## src/spmt_pkg.sv

```systemverilog
package spmt_pkg;

   localparam int NUM_STATIONS = 16;
   localparam int MAX_SAMPLES  = 32;

   localparam int IDX_W   = $clog2(NUM_STATIONS);
   localparam int SAMP_W  = (MAX_SAMPLES > 1) ? $clog2(MAX_SAMPLES) : 1;
   localparam int CNT_W   = $clog2(MAX_SAMPLES + 1);
   localparam int MEM_AW  = IDX_W + SAMP_W;
   localparam int ADDR_W  = 48;
   localparam int POWER_W = 8;
   localparam int AGE_W   = 8;
   localparam int COUNT_OUT_W = 6;

   localparam logic [AGE_W-1:0] AGE_LIMIT_RESET = 8'd10;

   localparam logic CMD_SAMPLE = 1'b0;
   localparam logic CMD_TICK   = 1'b1;

   localparam logic KIND_MEDIAN  = 1'b0;
   localparam logic KIND_REMOVED = 1'b1;

   typedef enum logic [2:0] {
      ST_IDLE,
      ST_SEARCH,
      ST_PLACE,
      ST_INS_CHK,
      ST_INS_STEP,
      ST_INS_CMP,
      ST_TK_CHK,
      ST_TK_EMIT
   } spmt_state_type;

   typedef struct packed {
      logic load_item;
      logic srch_step;
      logic place;
      logic ins_init;
      logic ins_step;
      logic ins_cmp;
      logic tk_chk;
      logic tk_emit;
   } spmt_cmd_type;

   typedef struct packed {
      logic srch_done;
      logic place_ok;
      logic store_full;
      logic j_zero;
      logic shift_up;
      logic tk_rep;
      logic idx_last;
      logic out_free;
   } spmt_status_type;

endpackage

```

## src/spmt_ctrl.sv

```systemverilog
module spmt_ctrl (
   input  logic                     clock,
   input  logic                     reset,
   input  logic                     req_valid,
   input  logic                     req_cmd,
   output logic                     req_stall,
   input  spmt_pkg::spmt_status_type sts,
   output spmt_pkg::spmt_cmd_type    cmd
);
   import spmt_pkg::*;

   spmt_state_type state_ff, state_in;

   always_ff @(posedge clock) begin
      if (reset) begin
         state_ff <= ST_IDLE;
      end else begin
         state_ff <= state_in;
      end
   end

   always_comb begin
      state_in = state_ff;
      case (state_ff)
         ST_IDLE: begin
            if (req_valid) begin
               state_in = (req_cmd == CMD_TICK) ? ST_TK_CHK : ST_SEARCH;
            end
         end
         ST_SEARCH: begin
            if (sts.srch_done) begin
               state_in = ST_PLACE;
            end
         end
         ST_PLACE:    state_in = sts.place_ok ? ST_INS_CHK : ST_IDLE;
         ST_INS_CHK:  state_in = sts.store_full ? ST_IDLE : ST_INS_STEP;
         ST_INS_STEP: state_in = sts.j_zero ? ST_IDLE : ST_INS_CMP;
         ST_INS_CMP:  state_in = sts.shift_up ? ST_INS_STEP : ST_IDLE;
         ST_TK_CHK: begin
            if (sts.tk_rep) begin
               state_in = ST_TK_EMIT;
            end else if (sts.idx_last) begin
               state_in = ST_IDLE;
            end
         end
         ST_TK_EMIT: begin
            if (sts.out_free) begin
               state_in = sts.idx_last ? ST_IDLE : ST_TK_CHK;
            end
         end
         default: state_in = ST_IDLE;
      endcase
   end

   always_comb begin
      cmd       = '0;
      req_stall = 1'b1;
      case (state_ff)
         ST_IDLE: begin
            req_stall     = 1'b0;
            cmd.load_item = req_valid;
         end
         ST_SEARCH:   cmd.srch_step = 1'b1;
         ST_PLACE:    cmd.place     = 1'b1;
         ST_INS_CHK:  cmd.ins_init  = !sts.store_full;
         ST_INS_STEP: cmd.ins_step  = 1'b1;
         ST_INS_CMP:  cmd.ins_cmp   = 1'b1;
         ST_TK_CHK:   cmd.tk_chk    = 1'b1;
         ST_TK_EMIT:  cmd.tk_emit   = sts.out_free;
         default: begin
            cmd = '0;
         end
      endcase
   end

endmodule

```

## config.mk

```make
export PLATFORM = sky130hd
export DESIGN_NAME = spmt_ctrl
export DESIGN_NICKNAME = d
export VERILOG_FILES = /design/src/spmt_pkg.sv /design/src/spmt_ctrl.sv
export SDC_FILE = /design/constraint.sdc
export NUM_CORES = 1
export LEC_CHECK = 0
export BUFFER_PORTS_ARGS = -buffer_cell sky130_fd_sc_hd__buf_2
export CAP_MARGIN = 20
export CORE_AREA = 2 2 39 41
export CTS_BUF_LIST = sky130_fd_sc_hd__clkbuf_16
export DETAILED_ROUTE_END_ITERATION = 7
export DIE_AREA = 0 0 41 43
export GPL_ROUTABILITY_DRIVEN = 1
export PLACE_DENSITY_LB_ADDON = 0.05
export SLEW_MARGIN = 10
export SYNTH_ARGS = -nofsm -noshare
export SYNTH_HDL_FRONTEND = slang
export SYNTH_SLANG_ARGS = --single-unit
```

## constraint.sdc

```tcl
create_clock -name clock -period 1.9 [get_ports clock]
set_input_delay 0.19 -clock clock [delete_from_list [all_inputs] [get_ports clock]]
set_output_delay 0.19 -clock clock [all_outputs]
set_load 0.03 [all_outputs]
```

---- Word level (Yosys, flattened, before mapping) ----
Cells that the tools add are included.
operators by class
  add/subtract/negate cells ............... 0
  $mul .................................... 0
  div/mod/pow operators ................... 0
  order comparisons ....................... 0
  equality and inequality tests ........... 11
  shift operators ......................... 0
  mux-type cells .......................... 21
  bitwise gates (word level) .............. 0
  reductions and logical operators ........ 3
operators by type and width
  kind                count
  $mux 3              10
  $pmux 3 s8          1
  $eq 3x3->1 const B  4
  $mux 1              9
  $eq 3x2->1 const B  2
  $ne 2x2->1 const B  3
  $reduce_and 4->1    1
  $eq 3x1->1 const B  1
  $logic_not 3->1     1
  $ne 3x3->1 const B  1
  $mux 2              1
  $logic_not 1->1     1
storage, ports and cells
  bits in registers ....................... 3
  bits in latches ......................... 0
  bits in writable memories ............... 0
  ROM bits ................................ 0
  input bits .............................. 12
  output and inout port bits .............. 9
  logic and storage cells ................. 36
  memories kept ........................... 0

---- Depth between registers and ports, before layout ----
  word-level depth ........................ 3
  gate-level depth with buffers ........... 5
  mapped depth without buffers ............ 4

---- Least setup slack after synthesis ----
Ideal clock, no wire load.
  path type ............................... reg-to-output
  from .................................... register state_ff[0]
  to ...................................... output port cmd[4] in the netlist's numbering
  data arrival time ....................... 1.641 ns
  data required time ...................... 1.710 ns
  path slack .............................. 0.069 ns
  cell stages (with the launch flop) ...... 4
  buffers on the path ..................... 2
  cells stage by stage .................... dfxtp_1 buf_4 clkbuf_1 nor4bb_1
RTL lines
  item                    line             text
  start, declared         spmt_ctrl.sv:12  spmt_state_type state_ff, state_in;
  start signal, assigned  spmt_ctrl.sv:18  state_ff <= state_in;
  end, declared           spmt_ctrl.sv:8   output spmt_pkg::spmt_cmd_type cmd

==> impl_metrics.env <==
export IMPL_die_h_um=43
export IMPL_synth_top_area_cell="dfxtp_1"
export IMPL_critPathLaunchType="flop"
export IMPL_hold_ws_ns=0.266
export IMPL_cts_hold_fix_buffers=0
export IMPL_largest_reg_flops=3
export IMPL_setup_violations=0
export IMPL_rows=14
export IMPL_postSynthNetCount=59
export IMPL_die_area_um2=1760
export IMPL_vias=420
export IMPL_fin_tns_setup_ns=0
export IMPL_path_buf_inv=2
export IMPL_max_freq_ghz=0.630
export IMPL_slowest_delay_ns=0.36
export IMPL_grt_overflow=0
export IMPL_hpwl_um=711
export IMPL_via_per_inst=4.88
export IMPL_finalMaxSlewViolations=0
export IMPL_clock_sinks=3
export IMPL_initial_core_util=0.254
export IMPL_grt_pass1_vias=334
export IMPL_clockBufferDepth=2
export IMPL_gp_congestion=0.780
export IMPL_nets=83
export IMPL_cp_arrival_ns=1.40
export IMPL_tightest_slew_ns=0.398
export IMPL_ys_flop_type="dfxtp_1"
export IMPL_syn2layout_area_growth_pct=55.9
export IMPL_cts_buffers=3
export IMPL_worstHoldPathType="in2reg"
export IMPL_cts_max_level=1
export IMPL_ys_seq_area_frac=0.171
export IMPL_hold_violations=0
export IMPL_port_buffer_count=20
export IMPL_seqCellArea_um2=60.1
export IMPL_cp_cell_sequence="buf_4 > or3_1 > nor2_1 > buf_2"
export IMPL_diodes=0
export IMPL_regMostFlops="state_ff"
export IMPL_path_delay_family="simple AND/OR/NAND/NOR gates"
export IMPL_synth_cell_area_um2=352
export IMPL_multi_input_area_um2=248
export IMPL_synth_area_leaders="dfxtp_1 (17%), nor3b_1 (11%), nor2_1 (6.4%)"
export IMPL_postRouteAntennaNets=0
export IMPL_reg_largest_list="state_ff (3)"
export IMPL_crit_type="reg2out"
export IMPL_clock_skew_ns=0.00290
export IMPL_fin_util=0.396
export IMPL_grt_pass1_wl_um=1390
export IMPL_max_cap_violations=0
export IMPL_syn_inst=47
export IMPL_cp_required_ns=1.71
export IMPL_ir_worst_vdd_mv=0.616
export IMPL_rsz0062_at_grt="no"
export IMPL_synth_top_cell_area_share=0.171
export IMPL_finalPower_w=0.000994
export IMPL_synth_seq_cells=3
export IMPL_grt_max_degree=18
export IMPL_drive_gt1_frac=0.429
export IMPL_period_share=0.835
export IMPL_antenna_found_initial=0
export IMPL_dpl_instance_area_um2=469
export IMPL_io_pins=21
export IMPL_postCtsSetupBuffers=0
export IMPL_routedWlPerCell_um=11.5
export IMPL_cts_resized=0
export IMPL_drc=0
export IMPL_die_w_um=41
export IMPL_synth_edf_count=0
export IMPL_cts_tree="done"
export IMPL_critPathMaxFanout=9
export IMPL_crit_slowest_cell="or3_1"
export IMPL_routed_wl_um=992
export IMPL_relSlewSlack=0.728
export IMPL_synth_warnings=0
export IMPL_period_needed_ns=1.59
export IMPL_powerDensity_nw_per_um2=1810
export IMPL_synth_most_common_cell="nor2_1"
export IMPL_core_area_um2=1380
export IMPL_synthArstFlopShare=0
export IMPL_synthTopCellsByCount="nor2_1 (6), nor3b_1 (5), dfxtp_1 (3), inv_1 (3)"
export IMPL_p_leak_nw=0.274
export IMPL_endpoint_kind="output port"
export IMPL_syn_area_per_cell_um2=7.48
export IMPL_status="complete, no violations"
export IMPL_first_pass_iters=4
export IMPL_synthDistinctLibCells=29
export IMPL_cts_root_buf="clkbuf_16"
export IMPL_insertion_delay_ns=0.22
export IMPL_fillers=152
export IMPL_clk_pin_slew_ns=0.03
export IMPL_drtIter0Drc=6
export IMPL_grt_usage=0.120
export IMPL_final_cell_area_um2=548
worst reg2reg max path: stages, from the launching register on:
cell and delay, ns:
dfxtp_1 0.35, buf_4 0.19, a2111oi_2 0.31, nand2b_1 0.16
mux2_1 0.31
cell type report:
class / count / share of cell area
sequential: 3 / 0.110
tap: 16 / 0.0365
timing repair buffer: 24 / 0.237
multi-input combinational: 36 / 0.452
inverter: 3 / 0.0205
clock inverter: 1 / 0.00685
clock buffer: 3 / 0.137
routing by layer:
metal	vias up	global-route usage	wire length [um]
met5	-	0	0
met4	0	0.0800	11
met3	2	0.0366	56
met2	12	0.178	489
met1	191	0.141	435
li1	215	-	-
stage by stage:
step	setup slack (ns)	std cells
after detailed placement	0.458	82
after global routing	0.240	86
after CTS	0.307	86
after floorplan	0.0687	47
final	0.313	86
after global placement	0.465	82
power breakdown:
group / internal (W) / total (W) / switching (W)
clock: 0.000272 / 0.000331 / 0.0000595
sequential: 0.0000901 / 0.000116 / 0.0000258
combinational: 0.000221 / 0.000547 / 0.000326
logic make-up after synthesis:
kind of cell	count (synthesis)	share of synthesized area
flops	3	0.171
mux	2	0.0641
simple gates	23	0.384
buf+inv	8	0.125
compound gates	11	0.256
placed cells by master (no fill, tap or decap), types with 2 or more instances in the layout:
cell type and count:
nor2b_1 2, inv_1 4, nand2_1 2, nor3_1 2, nor3b_1 5, buf_4 4
dfxtp_1 3, buf_2 20, o21a_1 2, nor2_1 6, clkbuf_16 3
worst paths after layout:
kind,startpoint,to,slack [ns],depth (start not counted)
setup reg to reg,state_ff[2]$_SDFFE_PP0P_,state_ff[0]$_SDFFE_PP0P_,0.46,4
hold / removal,reset,state_ff[2]$_SDFFE_PP0P_,0.27,3
setup / recovery,state_ff[2]$_SDFFE_PP0P_,cmd[7],0.31,4
hold reg to reg,state_ff[0]$_SDFFE_PP0P_,state_ff[2]$_SDFFE_PP0P_,0.75,4
Power figures use the tool's default switching activity.
